<file path="src/design/pts_pkg.sv">
// Package for the periodic task scheduler: field widths, codes and the
// control/status structs passed between the sequencer and the slot ALU.
// No dependencies.
package pts_pkg;

  // Default sizing handed to the top-level parameters
  localparam int MAX_TASKS_DEF = 16;
  localparam int TIME_BITS_DEF = 16;

  // Fixed field widths
  localparam int EXEC_W     = 16;  // exec time, period, relative deadline
  localparam int SLOT_W     = 4;   // task_index field
  localparam int ID_W       = 5;   // task_id result
  localparam int DL_OUT_W   = 17;  // job_deadline result
  localparam int TICK_W     = 16;  // tick_time result
  localparam int CFG_IDX_W  = 2;
  localparam int CFG_DATA_W = 5;
  localparam int TCNT_W     = 5;

  // Item modes
  localparam logic MODE_LOAD = 1'b0;
  localparam logic MODE_TICK = 1'b1;

  // Policy codes
  localparam logic POLICY_RM  = 1'b0;
  localparam logic POLICY_EDF = 1'b1;

  // Register indexes
  localparam logic [CFG_IDX_W-1:0] REG_POLICY     = 2'd0;
  localparam logic [CFG_IDX_W-1:0] REG_TASK_COUNT = 2'd1;

  // Sequencer to slot ALU
  typedef struct packed {
    logic policy;      // selects the key
    logic in_range;    // slot takes part in this tick
    logic wrap;        // time wraps after this tick: rebase on write-back
    logic best_found;  // a candidate is already held
  } pts_ctl_t;

  // Slot ALU to sequencer
  typedef struct packed {
    logic take;        // slot beats the held candidate
  } pts_sts_t;

endpackage

</file>
<file path="src/design/pts_slot_alu.sv">
// Shared per-slot datapath of the scheduler: release update, key compare
// and post-wrap rebase for the one slot under the sequencer.
// Depends on pts_pkg.
module pts_slot_alu #(
  parameter int TIME_BITS = pts_pkg::TIME_BITS_DEF
) (
  input  pts_pkg::pts_ctl_t                   ctl_i,
  input  logic [TIME_BITS-1:0]                now_i,
  input  logic [((TIME_BITS+1 > pts_pkg::EXEC_W) ?
                 TIME_BITS+1 : pts_pkg::EXEC_W)-1:0] best_key_i,
  input  logic [pts_pkg::EXEC_W-1:0]          rem_i,
  input  logic [TIME_BITS:0]                  nr_i,
  input  logic [TIME_BITS:0]                  dl_i,
  input  logic [pts_pkg::EXEC_W-1:0]          exec_i,
  input  logic [pts_pkg::EXEC_W-1:0]          period_i,
  input  logic [pts_pkg::EXEC_W-1:0]          reldl_i,
  output logic [pts_pkg::EXEC_W-1:0]          rem_o,
  output logic [TIME_BITS:0]                  dl_o,
  output logic [TIME_BITS:0]                  nr_wb_o,
  output logic [TIME_BITS:0]                  dl_wb_o,
  output logic [((TIME_BITS+1 > pts_pkg::EXEC_W) ?
                 TIME_BITS+1 : pts_pkg::EXEC_W)-1:0] key_o,
  output pts_pkg::pts_sts_t                   sts_o
);

  localparam int WideW = TIME_BITS + 1;
  localparam int KeyW  = (WideW > pts_pkg::EXEC_W) ? WideW : pts_pkg::EXEC_W;

  logic             rel;
  logic [WideW-1:0] now_w;
  logic [WideW-1:0] nr_next;

  assign now_w = {1'b0, now_i};
  assign rel   = ctl_i.in_range && (nr_i == now_w);

  // release: sums kept modulo 2^WideW
  assign rem_o   = rel ? exec_i : rem_i;
  assign dl_o    = rel ? (now_w + WideW'(reldl_i)) : dl_i;
  assign nr_next = rel ? (nr_i + WideW'(period_i)) : nr_i;

  assign key_o = (ctl_i.policy == pts_pkg::POLICY_EDF) ? KeyW'(dl_o) : KeyW'(period_i);

  // strict less-than keeps ties on the lowest slot (ascending walk)
  assign sts_o.take = ctl_i.in_range && (rem_o != '0) &&
                      (!ctl_i.best_found || (key_o < best_key_i));

  // rebase on wrap: drop 2^TIME_BITS; past deadlines go to 0
  assign nr_wb_o = ctl_i.wrap ? {1'b0, nr_next[TIME_BITS-1:0]} : nr_next;
  assign dl_wb_o = ctl_i.wrap ? (dl_o[TIME_BITS] ? {1'b0, dl_o[TIME_BITS-1:0]} : '0)
                              : dl_o;

endmodule

</file>
<file path="src/design/pts_task_mem.sv">
// Task slot storage: static table (exec, period, relative deadline) and
// dynamic state (remaining work, next release, deadline) with valid bits.
// Depends on pts_pkg.
module pts_task_mem #(
  parameter int MAX_TASKS = pts_pkg::MAX_TASKS_DEF,
  parameter int TIME_BITS = pts_pkg::TIME_BITS_DEF
) (
  input  logic                                   clk_i,
  input  logic                                   rst_ni,
  input  logic                                   stat_we_i,
  input  logic                                   dyn_we_i,
  input  logic [((MAX_TASKS > 1) ? $clog2(MAX_TASKS) : 1)-1:0] wr_addr_i,
  input  logic [3*pts_pkg::EXEC_W-1:0]           stat_wdata_i,
  input  logic [pts_pkg::EXEC_W+2*(TIME_BITS+1)-1:0] dyn_wdata_i,
  input  logic [((MAX_TASKS > 1) ? $clog2(MAX_TASKS) : 1)-1:0] rd_addr_i,
  output logic [3*pts_pkg::EXEC_W-1:0]           stat_rdata_o,
  output logic [pts_pkg::EXEC_W+2*(TIME_BITS+1)-1:0] dyn_rdata_o
);

  localparam int StatW = 3 * pts_pkg::EXEC_W;
  localparam int DynW  = pts_pkg::EXEC_W + 2 * (TIME_BITS + 1);

  logic [StatW-1:0]     stat_mem [MAX_TASKS];
  logic [DynW-1:0]      dyn_mem  [MAX_TASKS];
  logic [MAX_TASKS-1:0] dyn_vld_q;
  logic [DynW-1:0]      dyn_raw_q;
  logic                 rd_vld_q;

  always_ff @(posedge clk_i) begin
    if (stat_we_i) begin
      stat_mem[wr_addr_i] <= stat_wdata_i;
    end
    if (dyn_we_i) begin
      dyn_mem[wr_addr_i] <= dyn_wdata_i;
    end
    stat_rdata_o <= stat_mem[rd_addr_i];
    dyn_raw_q    <= dyn_mem[rd_addr_i];
  end

  // unwritten dynamic entries read as zero
  always_ff @(posedge clk_i or negedge rst_ni) begin
    if (!rst_ni) begin
      dyn_vld_q <= '0;
      rd_vld_q  <= 1'b0;
    end else begin
      if (dyn_we_i) begin
        dyn_vld_q[wr_addr_i] <= 1'b1;
      end
      rd_vld_q <= dyn_vld_q[rd_addr_i];
    end
  end

  assign dyn_rdata_o = rd_vld_q ? dyn_raw_q : '0;

endmodule

</file>
<file path="src/design/periodic_task_scheduler_unit.sv">
// Periodic task scheduler top level: item handshake, sequencer over task
// slots, output register and config registers.
// Depends on pts_pkg, pts_task_mem and pts_slot_alu.

// A load item (mode 0) writes the slot's execution time, period and
// relative deadline, clears its remaining work, next release and
// deadline, and restarts time at 0; a slot index not below MAX_TASKS is
// dropped. A tick item (mode 1) is accepted while slot 0 is read, then
// walks one slot a cycle through the single slot ALU and the one memory
// port pair (release, key compare, write-back, rebase when time wraps),
// then writes back the chosen slot's remaining work. The tick yields one
// result item: idle, or the task id (slot plus one) and its absolute
// deadline, with the tick time. Every slot is walked on every tick,
// whatever task_count says, so the rebase on a time wrap reaches them
// all. Ties go to the lowest slot. A finished result waits in an output
// register, and the next item is taken meanwhile. Dynamic state clears at
// reset through per-slot valid bits, so there is no clearing pass. Config
// writes are always ready and must only come while the block is idle.
module periodic_task_scheduler_unit #(
  parameter int MAX_TASKS = pts_pkg::MAX_TASKS_DEF,
  parameter int TIME_BITS = pts_pkg::TIME_BITS_DEF
) (
  input  logic                              clk_i,
  input  logic                              rst_ni,
  // item input
  input  logic                              in_valid_i,
  output logic                              in_stall_o,
  input  logic                              mode_i,
  input  logic [pts_pkg::SLOT_W-1:0]        task_index_i,
  input  logic [pts_pkg::EXEC_W-1:0]        exec_time_i,
  input  logic [pts_pkg::EXEC_W-1:0]        task_period_i,
  input  logic [pts_pkg::EXEC_W-1:0]        relative_deadline_i,
  // result output
  output logic                              out_valid_o,
  input  logic                              out_stall_i,
  output logic                              idle_o,
  output logic [pts_pkg::ID_W-1:0]          task_id_o,
  output logic [pts_pkg::DL_OUT_W-1:0]      job_deadline_o,
  output logic [pts_pkg::TICK_W-1:0]        tick_time_o,
  // config writes
  input  logic                              cfg_valid_i,
  output logic                              cfg_ready_o,
  input  logic [pts_pkg::CFG_IDX_W-1:0]     cfg_index_i,
  input  logic [pts_pkg::CFG_DATA_W-1:0]    cfg_data_i
);

  localparam int IdxW  = (MAX_TASKS > 1) ? $clog2(MAX_TASKS) : 1;
  localparam int CntW  = $clog2(MAX_TASKS + 1);
  localparam int WideW = TIME_BITS + 1;
  localparam int KeyW  = (WideW > pts_pkg::EXEC_W) ? WideW : pts_pkg::EXEC_W;
  localparam int ExW   = pts_pkg::EXEC_W;
  localparam int StatW = 3 * ExW;
  localparam int DynW  = ExW + 2 * WideW;
  localparam int IdW   = pts_pkg::ID_W;
  localparam int DlW   = pts_pkg::DL_OUT_W;
  localparam int TickW = pts_pkg::TICK_W;

  localparam logic [IdxW-1:0] LastSlot = IdxW'(MAX_TASKS - 1);

  // sequencer states
  localparam logic [1:0] S_IDLE = 2'd0;  // ready for an item
  localparam logic [1:0] S_SCAN = 2'd1;  // one slot per cycle
  localparam logic [1:0] S_WB   = 2'd2;  // charge the chosen slot, emit
  localparam logic [1:0] S_EMIT = 2'd3;  // wait for the output register

  logic [1:0]                   state_q, state_d;
  logic [IdxW-1:0]              proc_idx_q, proc_idx_d;
  logic [TIME_BITS-1:0]         now_q, now_d;
  logic                         policy_q;
  logic [pts_pkg::TCNT_W-1:0]   task_count_q;

  logic                         best_found_q, best_found_d;
  logic [KeyW-1:0]              best_key_q;
  logic [IdxW-1:0]              best_idx_q;
  logic [ExW-1:0]               best_rem_q;
  logic [WideW-1:0]             best_dl_q;
  logic [WideW-1:0]             best_nr_wb_q;
  logic [WideW-1:0]             best_dl_wb_q;

  logic                         out_valid_q, out_valid_d;
  logic                         idle_q;
  logic [IdW-1:0]               task_id_q;
  logic [DlW-1:0]               job_dl_q;
  logic [TickW-1:0]             tick_q;

  logic                         in_acc, ld_ok, tick_go, out_free, out_load;
  logic [CntW-1:0]              active;

  // memory ports
  logic                         stat_we, dyn_we;
  logic [IdxW-1:0]              wr_addr, rd_addr;
  logic [StatW-1:0]             stat_wdata, stat_rdata;
  logic [DynW-1:0]              dyn_wdata, dyn_rdata;

  // slot ALU
  pts_pkg::pts_ctl_t            alu_ctl;
  pts_pkg::pts_sts_t            alu_sts;
  logic [ExW-1:0]               alu_rem;
  logic [WideW-1:0]             alu_dl, alu_nr_wb, alu_dl_wb;
  logic [KeyW-1:0]              alu_key;

  assign in_stall_o  = (state_q != S_IDLE);
  assign cfg_ready_o = 1'b1;

  assign in_acc   = in_valid_i && !in_stall_o;
  assign ld_ok    = in_acc && (mode_i == pts_pkg::MODE_LOAD) &&
                    (int'(task_index_i) < MAX_TASKS);
  assign tick_go  = in_acc && (mode_i == pts_pkg::MODE_TICK);
  assign out_free = !out_valid_q || !out_stall_i;
  assign out_load = ((state_q == S_WB) || (state_q == S_EMIT)) && out_free;

  // slots at or above task_count (saturated) sit out
  assign active = (int'(task_count_q) > MAX_TASKS) ? CntW'(MAX_TASKS) : CntW'(task_count_q);

  // --------------------------------------------------------------------------
  // Storage
  // --------------------------------------------------------------------------
  assign stat_we    = ld_ok;
  assign dyn_we     = ld_ok || (state_q == S_SCAN) || ((state_q == S_WB) && best_found_q);
  assign stat_wdata = {exec_time_i, task_period_i, relative_deadline_i};

  always_comb begin
    if (ld_ok) begin
      wr_addr   = IdxW'(task_index_i);
      dyn_wdata = '0;
    end else if (state_q == S_SCAN) begin
      wr_addr   = proc_idx_q;
      dyn_wdata = {alu_rem, alu_nr_wb, alu_dl_wb};
    end else begin
      wr_addr   = best_idx_q;
      dyn_wdata = {best_rem_q - ExW'(1), best_nr_wb_q, best_dl_wb_q};
    end
  end

  // read one slot ahead of the one being processed
  assign rd_addr = ((state_q == S_SCAN) && (proc_idx_q != LastSlot)) ?
                   proc_idx_q + IdxW'(1) : '0;

  pts_task_mem #(
    .MAX_TASKS (MAX_TASKS),
    .TIME_BITS (TIME_BITS)
  ) u_mem (
    .clk_i        (clk_i),
    .rst_ni       (rst_ni),
    .stat_we_i    (stat_we),
    .dyn_we_i     (dyn_we),
    .wr_addr_i    (wr_addr),
    .stat_wdata_i (stat_wdata),
    .dyn_wdata_i  (dyn_wdata),
    .rd_addr_i    (rd_addr),
    .stat_rdata_o (stat_rdata),
    .dyn_rdata_o  (dyn_rdata)
  );

  // --------------------------------------------------------------------------
  // Slot ALU
  // --------------------------------------------------------------------------
  assign alu_ctl.policy     = policy_q;
  assign alu_ctl.in_range   = (CntW'(proc_idx_q) < active);
  assign alu_ctl.wrap       = &now_q;
  assign alu_ctl.best_found = best_found_q;

  pts_slot_alu #(
    .TIME_BITS (TIME_BITS)
  ) u_alu (
    .ctl_i      (alu_ctl),
    .now_i      (now_q),
    .best_key_i (best_key_q),
    .rem_i      (dyn_rdata[DynW-1 -: ExW]),
    .nr_i       (dyn_rdata[2*WideW-1 -: WideW]),
    .dl_i       (dyn_rdata[WideW-1:0]),
    .exec_i     (stat_rdata[StatW-1 -: ExW]),
    .period_i   (stat_rdata[2*ExW-1 -: ExW]),
    .reldl_i    (stat_rdata[ExW-1:0]),
    .rem_o      (alu_rem),
    .dl_o       (alu_dl),
    .nr_wb_o    (alu_nr_wb),
    .dl_wb_o    (alu_dl_wb),
    .key_o      (alu_key),
    .sts_o      (alu_sts)
  );

  // --------------------------------------------------------------------------
  // Sequencer
  // --------------------------------------------------------------------------
  always_comb begin
    state_d      = state_q;
    proc_idx_d   = proc_idx_q;
    now_d        = now_q;
    best_found_d = best_found_q;
    unique case (state_q)
      S_IDLE: begin
        if (ld_ok) begin
          now_d = '0;
        end else if (tick_go) begin
          state_d      = S_SCAN;
          proc_idx_d   = '0;
          best_found_d = 1'b0;
        end
      end
      S_SCAN: begin
        if (alu_sts.take) begin
          best_found_d = 1'b1;
        end
        if (proc_idx_q == LastSlot) begin
          state_d = S_WB;
        end else begin
          proc_idx_d = proc_idx_q + IdxW'(1);
        end
      end
      S_WB: begin
        now_d   = now_q + TIME_BITS'(1);
        state_d = out_free ? S_IDLE : S_EMIT;
      end
      S_EMIT: begin
        if (out_free) begin
          state_d = S_IDLE;
        end
      end
      default: state_d = S_IDLE;
    endcase
  end

  always_ff @(posedge clk_i or negedge rst_ni) begin
    if (!rst_ni) begin
      state_q      <= S_IDLE;
      proc_idx_q   <= '0;
      now_q        <= '0;
      best_found_q <= 1'b0;
      policy_q     <= pts_pkg::POLICY_RM;
      task_count_q <= '0;
      out_valid_q  <= 1'b0;
    end else begin
      state_q      <= state_d;
      proc_idx_q   <= proc_idx_d;
      now_q        <= now_d;
      best_found_q <= best_found_d;
      out_valid_q  <= out_valid_d;
      if (cfg_valid_i && cfg_ready_o) begin
        unique case (cfg_index_i)
          pts_pkg::REG_POLICY:     policy_q     <= cfg_data_i[0];
          pts_pkg::REG_TASK_COUNT: task_count_q <= cfg_data_i[pts_pkg::TCNT_W-1:0];
          default: ;
        endcase
      end
    end
  end

  // candidate capture: pre-rebase deadline for the report, rebased for write-back
  always_ff @(posedge clk_i) begin
    if ((state_q == S_SCAN) && alu_sts.take) begin
      best_key_q   <= alu_key;
      best_idx_q   <= proc_idx_q;
      best_rem_q   <= alu_rem;
      best_dl_q    <= alu_dl;
      best_nr_wb_q <= alu_nr_wb;
      best_dl_wb_q <= alu_dl_wb;
    end
  end

  // --------------------------------------------------------------------------
  // Output register
  // --------------------------------------------------------------------------
  always_comb begin
    if (out_load) begin
      out_valid_d = 1'b1;
    end else if (!out_stall_i) begin
      out_valid_d = 1'b0;
    end else begin
      out_valid_d = out_valid_q;
    end
  end

  // now_q has advanced by one when the load comes from S_EMIT
  always_ff @(posedge clk_i) begin
    if (out_load) begin
      idle_q    <= !best_found_q;
      task_id_q <= best_found_q ? IdW'({1'b0, best_idx_q} + (IdxW + 1)'(1)) : '0;
      job_dl_q  <= best_found_q ? DlW'(best_dl_q) : '0;
      tick_q    <= (state_q == S_WB) ? TickW'(now_q) : TickW'(now_q - TIME_BITS'(1));
    end
  end

  assign out_valid_o    = out_valid_q;
  assign idle_o         = idle_q;
  assign task_id_o      = task_id_q;
  assign job_deadline_o = job_dl_q;
  assign tick_time_o    = tick_q;

`ifndef SYNTHESIS
  // a result appears only from the write-back or wait states
  a_result_src: assert property (@(posedge clk_i) disable iff (!rst_ni)
    $rose(out_valid_q) |-> ($past(state_q) == S_WB) || ($past(state_q) == S_EMIT))
    else $error("result raised outside write-back");

  // idle and a zero task id go together
  a_idle_id: assert property (@(posedge clk_i) disable iff (!rst_ni)
    out_valid_o |-> (idle_o == (task_id_o == '0)))
    else $error("idle flag and task id disagree");

  // a tick starts the walk at slot 0
  a_scan_start: assert property (@(posedge clk_i) disable iff (!rst_ni)
    tick_go |=> (state_q == S_SCAN) && (proc_idx_q == '0))
    else $error("tick did not start the slot walk");

  // the walk ends after the last slot
  a_scan_end: assert property (@(posedge clk_i) disable iff (!rst_ni)
    (state_q == S_SCAN) && (proc_idx_q == LastSlot) |=> (state_q == S_WB))
    else $error("slot walk overran");
`endif

endmodule
</file>
<file path="config.mk">
export PLATFORM = sky130hd
export DESIGN_NAME = periodic_task_scheduler_unit
export DESIGN_NICKNAME = d
export VERILOG_FILES = /design/src/design/pts_pkg.sv /design/src/design/pts_slot_alu.sv /design/src/design/pts_task_mem.sv /design/src/design/periodic_task_scheduler_unit.sv
export SDC_FILE = /design/constraint.sdc
export NUM_CORES = 2
export LEC_CHECK = 0
export BUFFER_PORTS_ARGS = -buffer_cell sky130_fd_sc_hd__buf_4
export CAP_MARGIN = 20
export CELL_PAD_IN_SITES_DETAIL_PLACEMENT = 0
export CELL_PAD_IN_SITES_GLOBAL_PLACEMENT = 1
export CORE_MARGIN = 5
export CORE_UTILIZATION = 54
export CTS_CLUSTER_SIZE = 25
export DETAILED_ROUTE_END_ITERATION = 6
export GPL_ROUTABILITY_DRIVEN = 0
export PLACE_DENSITY_LB_ADDON = 0.25
export SETUP_SLACK_MARGIN = 0.05
export SLEW_MARGIN = 5
export SYNTH_ARGS = -nofsm -noshare
export SYNTH_HDL_FRONTEND = slang
export SYNTH_SLANG_ARGS = --single-unit
export TNS_END_PERCENT = 50
</file>
<file path="constraint.sdc">
create_clock -name clk_i -period 10.8 [get_ports clk_i]
set_clock_uncertainty 0.2 [all_clocks]
set_input_delay 0.54 -clock clk_i [delete_from_list [all_inputs] [get_ports clk_i]]
set_output_delay 0.54 -clock clk_i [all_outputs]
set_load 0.03 [all_outputs]
</file>
== After elaboration in Yosys (flattened, before gate mapping) ==
Memories as Yosys holds them, arrays and structs flattened. A register that Yosys moved wholly into a read port is not among the register bits.
Cells that the tools add are included.

* $add $sub $neg: 7
* Bitwise logic cells: 2
* Reduce and logical (&&, ||, !) cells: 33
* Magnitude comparators: 6
* Equal/unequal tests: 15
* Multiplexer cells: 41

{| class="wikitable"
|+ Operator list
! operator !! number
|-
| $mux 50 || 3
|-
| $mux 17 || 5
|-
| $mux 16 || 4
|-
| $pmux 16 s2 || 1
|-
| $sub 16x1->16 const B || 2
|-
| $mux 4 || 6
|-
| $add 16x16->17 || 1
|-
| $add 17x16->17 || 1
|-
| $eq 17x16->1 || 1
|-
| $lt 17x17->1 || 1
|-
| $add 16x1->16 const B || 1
|-
| $or 16x16->16 || 1
|-
| $reduce_and 16->1 || 1
|-
| $reduce_bool 16->1 || 1
|-
| $ne 2x2->1 const B || 6
|-
| $reduce_and 4->1 || 3
|-
| $logic_and 1x1->1 || 11
|-
| $mux 1 || 11
|-
| $lt 4x5->1 const B || 2
|-
| $mux 2 || 5
|-
| $pmux 2 s4 || 1
|-
| $pmux 4 s2 || 1
|-
| $reduce_and 2->1 || 3
|-
| $reduce_bool 2->1 || 3
|-
| 18 further kinds || 29
|}

* Word-level logic and storage cells: 125
* Input bits: 65
* Register bits after elaboration: 174
* Output and inout bits: 42
* Bits in writable memories: 1568
* Memories kept: 2

{| class="wikitable"
|+ Memories
! name !! words !! width !! rd ports !! clocked after memory_dff !! write ports !! RTL line !! RTL
|-
| u_mem.dyn_mem || 16 || 50 || 1 || 1 || 1 || pts_task_mem.sv:24 || <nowiki>logic [DynW-1:0] dyn_mem [MAX_TASKS];</nowiki>
|-
| u_mem.stat_mem || 16 || 48 || 1 || 1 || 1 || pts_task_mem.sv:23 || <nowiki>logic [StatW-1:0] stat_mem [MAX_TASKS];</nowiki>
|}

== Logic depth before layout (Yosys ltp) ==
* Depth after elaboration: 11
* Mapped depth: 20
* Mapped depth without buffers: 18

== Hierarchy ==
Synthesis repeated with hierarchy kept, for this count alone.

* Cells, all modules: 3669
* Area total of the unflattened synthesis: 71527.4 um^2

{| class="wikitable"
|+ By module, submodules not included
! module !! cells an instance !! instances !! seq. area each (um^2) !! area each (um^2)
|-
| pts_task_mem || 2629 || 1 || 49472.4 || 61664.1
|-
| periodic_task_scheduler_unit || 578 || 1 || 4564.4 || 6949.2
|-
| pts_slot_alu || 462 || 1 || 0.0 || 2914.0
|}

== Least setup slack after synthesis ==
No wires, ideal clock.

* Path kind: reg-to-reg
* From: register now_q[0]
* To: register best_dl_q[0], enable pin
* Buffers on the path: 0
* Required time: 10013 ps
* Path slack: 1659 ps
* Stages on the path, launching flop included: 19
* Period minus slack after synthesis: 9141 ps
* Library setup time: 587 ps
* Arrival time: 8354 ps
* Cells stage by stage: dfrtp_1 -> ha_1 -> fa_1 -> a211o_1 -> nand4bb_1 -> or3b_2 -> a21oi_1 -> xor2_1 -> nor2_1 -> a31oi_1 -> a21oi_1 -> ha_1 -> a21o_1 -> a21o_1 -> a211oi_1 -> o22ai_1 -> o21bai_1 -> o211ai_1 -> a31oi_1

* Word-level cells in the longest chain between the ends: 8
* Elaborated cells on any way between the ends: 12
* Classes of those cells: 1 x add/sub; 1 x order compare; 1 x eq/ne; 3 x mux; 6 x reduce/logical

{| class="wikitable"
|+ RTL lines
! item !! RTL line !! RTL
|-
| from (decl) || periodic_task_scheduler_unit.sv:68 || <nowiki>logic [TIME_BITS-1:0] now_q, now_d;</nowiki>
|-
| from (signal assigned) || periodic_task_scheduler_unit.sv:236 || <nowiki>now_q <= now_d;</nowiki>
|-
| branches (longest 2 deep; another with $add 16x16->17) || n/a ||
|-
| $mux 17 (*) || pts_slot_alu.sv:38 || <nowiki>assign dl_o = rel ? (now_w + WideW'(reldl_i)) : dl_i;</nowiki>
|-
| $mux 17 (*) || pts_slot_alu.sv:41 || <nowiki>assign key_o = (ctl_i.policy == pts_pkg::POLICY_EDF) ? KeyW'(dl_o) : KeyW'(period_i);</nowiki>
|-
| via alu_key[10] || periodic_task_scheduler_unit.sv:100 || <nowiki>logic [KeyW-1:0] alu_key;</nowiki>
|-
| $lt 17x17->1 (*) || pts_slot_alu.sv:45 || <nowiki>(!ctl_i.best_found || (key_o < best_key_i));</nowiki>
|-
| $logic_or 1x1->1 (*) || pts_slot_alu.sv:45 ||
|-
| $logic_and 1x1->1 (*) || pts_slot_alu.sv:44 || <nowiki>assign sts_o.take = ctl_i.in_range && (rem_o != '0) &&</nowiki>
|-
| $logic_and 1x1->1 (*) || periodic_task_scheduler_unit.sv:251 || <nowiki>if ((state_q == S_SCAN) && alu_sts.take) begin</nowiki>
|-
| to (signal assigned) || periodic_task_scheduler_unit.sv:255 || <nowiki>best_dl_q <= alu_dl;</nowiki>
|-
| to (decl) || periodic_task_scheduler_unit.sv:76 || <nowiki>logic [WideW-1:0] best_dl_q;</nowiki>
|}

Mark *: on every way through the listed nets, which the timed path passes.
A chain may end at the register's enable or synchronous reset.

== Worst setup path after layout ==
* From: register u_mem.rd_vld_q
* To: register best_idx_q[1], enable pin

* Word-level cells in the longest chain between the ends: 9
* Elaborated cells on any way between the ends: 12
* Classes of those cells: 1 x order compare; 1 x eq/ne; 4 x mux; 6 x reduce/logical

{| class="wikitable"
|+ RTL lines
! item !! RTL line !! RTL
|-
| from (decl) || pts_task_mem.sv:27 || <nowiki>logic rd_vld_q;</nowiki>
|-
| from (signal assigned) || pts_task_mem.sv:49 || <nowiki>rd_vld_q <= dyn_vld_q[rd_addr_i];</nowiki>
|-
| $mux 50 (*) || pts_task_mem.sv:53 || <nowiki>assign dyn_rdata_o = rd_vld_q ? dyn_raw_q : '0;</nowiki>
|-
| $eq 17x16->1 || pts_slot_alu.sv:34 || <nowiki>assign rel = ctl_i.in_range && (nr_i == now_w);</nowiki>
|-
| $logic_and 1x1->1 || pts_slot_alu.sv:34 ||
|-
| $mux 17 (*) || pts_slot_alu.sv:38 ||
|-
| $mux 17 (*) || pts_slot_alu.sv:41 ||
|-
| via alu_key[10] || periodic_task_scheduler_unit.sv:100 ||
|-
| $lt 17x17->1 (*) || pts_slot_alu.sv:45 ||
|-
| $logic_or 1x1->1 (*) || pts_slot_alu.sv:45 ||
|-
| $logic_and 1x1->1 (*) || pts_slot_alu.sv:44 ||
|-
| $logic_and 1x1->1 (*) || periodic_task_scheduler_unit.sv:251 ||
|-
| to (signal assigned) || periodic_task_scheduler_unit.sv:253 || <nowiki>best_idx_q <= proc_idx_q;</nowiki>
|-
| to (decl) || periodic_task_scheduler_unit.sv:74 || <nowiki>logic [IdxW-1:0] best_idx_q;</nowiki>
|}

The timed path passes the listed nets; every way through them passes the cells marked *.

==> metrics <==
PD cells 326 nW/um^2; TritonCTS clock tree done; Reg clk slew, reported paths 0.06 ns; synth top area cells edfxtp_1, mux4_2, dfxtp_1, nor2_1, o311ai_0; count leader, synth edfxtp_1; FF+latch count, synth about 1800; critical path arrival 6.82 ns; Clock Tree Buf Depth 3; CP required approximately 11 ns; critical path class register to register; row count about 140; total power around 27 mW; Post-synth EDFFs between 1500 and 2000; VDD IR max between 500 and 600 uV; mapped cell area 73900 um^2; routed len/inst about 28 um; total gr overflow 0; setup violators final 0; Yosys cell types 72; Leakage 27.2 nW; ys flop type edfxtp_1; relative slew slack about a quarter; setup TNS 0 ns; Commonest cells post-synth edfxtp_1, nor2_1, mux4_2, a21oi_1, o21ai_0; Synth top area share 68.9%; global-route wire length before repair 269 mm; htree depth 4; FFs w/ async S/R, synth 2.55%; Global Route Usage Sum roughly 25%; crit path max fanout 89; CP max-delay cell or4b_4; ratio of cells with drive above 1 in the final layout 17.5%; Die Height 380 um; Starting Density 54.4%; largest net degree at the start of global routing ~220; Area Overhead vs Synth 12.6%; CTS sink count about 1800; Root Buffer clkbuf_16; HP Class input port to register; PortBufs 105; RSZ-0062 raised after global routing false; Vias/cell approximately 6.2; synth warn 0; Worst path max stage delay ~0.9 ns; pre-CTS WS 4.27 ns; Post-layout nets 4765; Slew Limit Fails 0; Worst-Skew Late Latency 0.82 ns; final worst setup slack 4.19 ns; cells along the critical path buf_4 > and2_2 > a21oi_1 > o32a_1 > or4b_1 > or4b_4 > a31oi_1 > a21oi_1 > ha_1 > a21o_1 > a21o_1 > a211oi_1 > o22ai_1 > o21bai_1 > o211ai_1 > a31oi_4 > buf_4; Avg Synthesized Cell Area 16.4 um^2; Startpoint Class register; final antenna-violating net count 0; Max Cap Viol 0; Post-DP HPWL 99.3 mm; drt first-iter violations 4608; Die X 380 um; Remaining DRCs 0; status finished clean; Syn Nets 4636; Worst Tran Pin Value around 1.1 ns; CTS Buf Count 183; initial antenna violation count 15; vias ~40000; Synth Instances 4512; crit share post-route 61.2%; Max Clk Rate 151 MHz; IO Count 107; Core Area 136000 um^2; Seq/Total Area, Yosys between 70% and 80%; number of global-route vias before repair 39712; Critical Path End Type register; Hold Fails Final Rpt 0; Die ar. about 140000 um^2; WL final 183 mm; drt pass-1 iters 5; crit path time final between 6 and 7 ns; Synth area leader edfxtp_1
-- final timing paths --
| path | end | from | depth (start not counted) | slack, ns |
|---|---|---|---|---|
| worst min-delay path | state_q[0] | in_valid_i | 4 | 0.08 |
| min in group asynchronous | task_count_q[2] | rst_ni | 2 | 0.14 |
| worst max register to register | best_idx_q[1] | u_mem.rd_vld_q | 17 | 4.19 |
| worst max-delay path | best_idx_q[1] | u_mem.rd_vld_q | 17 | 4.19 |
| max in group asynchronous | proc_idx_q[0] | rst_ni | 2 | 9.74 |
| worst min register to register | u_mem.dyn_vld_q[10] | u_mem.dyn_vld_q[10] | 1 | 0.26 |
-- registers in the layout, indices dropped and copies added (netlist names) --
| name | flops |
|---|---|
| u_mem.stat_mem | 768 |
| task_count_q | 5 |
| proc_idx_q | 4 |
| best_found_q | 1 |
| u_mem.dyn_raw_q | 50 |
| state_q | 2 |
| best_dl_wb_q | 17 |
| u_mem.stat_rdata_o | 48 |
| out_valid_o | 1 |
| task_id_o | 5 |
| now_q | 16 |
| best_idx_q | 4 |
| best_nr_wb_q | 17 |
| tick_time_o | 16 |
| idle_o | 1 |
| best_rem_q | 16 |
| job_deadline_o | 17 |
| best_key_q | 17 |
| best_dl_q | 17 |
| u_mem.dyn_vld_q | 16 |
| u_mem.rd_vld_q | 1 |
| u_mem.dyn_mem | 800 |
| policy_q | 1 |
-- per-stage QoR --
step | hold WS (ns) | area [um^2] | utilization (%) | std cells
floorplan | 0.0444 | 73900 | - | 4512
global placement | 0.246 | 76700 | 56.5 | 6179
detailed placement | 0.247 | 76700 | 56.5 | 6179
CTS | 0.00895 | 83200 | 61.3 | 6578
global route | 0.0842 | 83200 | 61.3 | 6580
finish | 0.0759 | 83200 | 61.3 | 6583
-- routing by layer --
metal	up-vias	part of all wire (%)	track usage, %
met5	-	0.048	0
met4	14	2.8	7.47
met3	288	7.9	5.12
met2	1570	47	39.1
met1	21145	42	36.8
li1	17952	-	-
-- placed cells by master, fill, tap and decap left out, types with 18 or more instances in the layout --
cell type	synthesis	final
ha_1	57	57
nor4_1	18	18
o21ai_0	243	243
inv_1	67	67
and2_1	40	40
clkbuf_8	0	21
nor2_1	520	485
dlygate4sd3_1	0	57
o311ai_0	198	198
clkinv_1	0	24
xnor2_1	28	28
clkbuf_1	234	66
buf_4	2	175
clkbuf_16	0	185
nand2_1	87	85
dfrtp_1	47	45
nand3_1	62	61
o21ai_1	25	23
clkinv_2	0	20
edfxtp_1	1695	1695
dfxtp_1	98	98
nor2_4	0	34
xor2_1	29	29
mux4_2	297	297
a21oi_1	248	248
nand2b_1	210	210
-- cell families after synthesis --
family	share of synthesized area, %
AOI/OAI and AO/OA	7.20
and+or+nand+nor	6.62
other	0.00508
buffers and inverters	1.95
xor gates and xnor gates	0.676
adders and majority gates	1.02
muxes	9.39
DFF	73.1
-- critical path: cells and delay by family (launching register included) --
family                   cells  cell delay [ns]
AO/OA/AOI/OAI               11             2.34
adder cells (fa/ha/maj)      1             0.32
buffers and inverters        2             1.12
flip-flops                   1             0.34
AND/OR/NAND/NOR              3             1.71
-- power breakdown --
group | leakage, nW | total, mW | internal [mW] | switching [mW]
Clock | 2.86 | 6.21 | 3.56 | 2.65
Combinational | 7.61 | 10.2 | 3.72 | 6.45
Sequential | 16.8 | 10.7 | 10.1 | 0.606
-- cell type report --
class,count,area [um^2]
clock buffer,271,5150
fill,9803,52600
antenna,4,10.0
clock inverter,71,746
sequential,1840,54000
inverter,67,251
timing repair buffer,240,2040
tap,1781,2230
multi-input combinational,2309,18800
-- what timing repair did --
item,4_1_cts,5_1_grt
gates resized for setup,0,0
hold buffers,57,0
hold endpoints to repair,824,0
buffers inserted,0,0
Power figures use the tool's default switching activity.
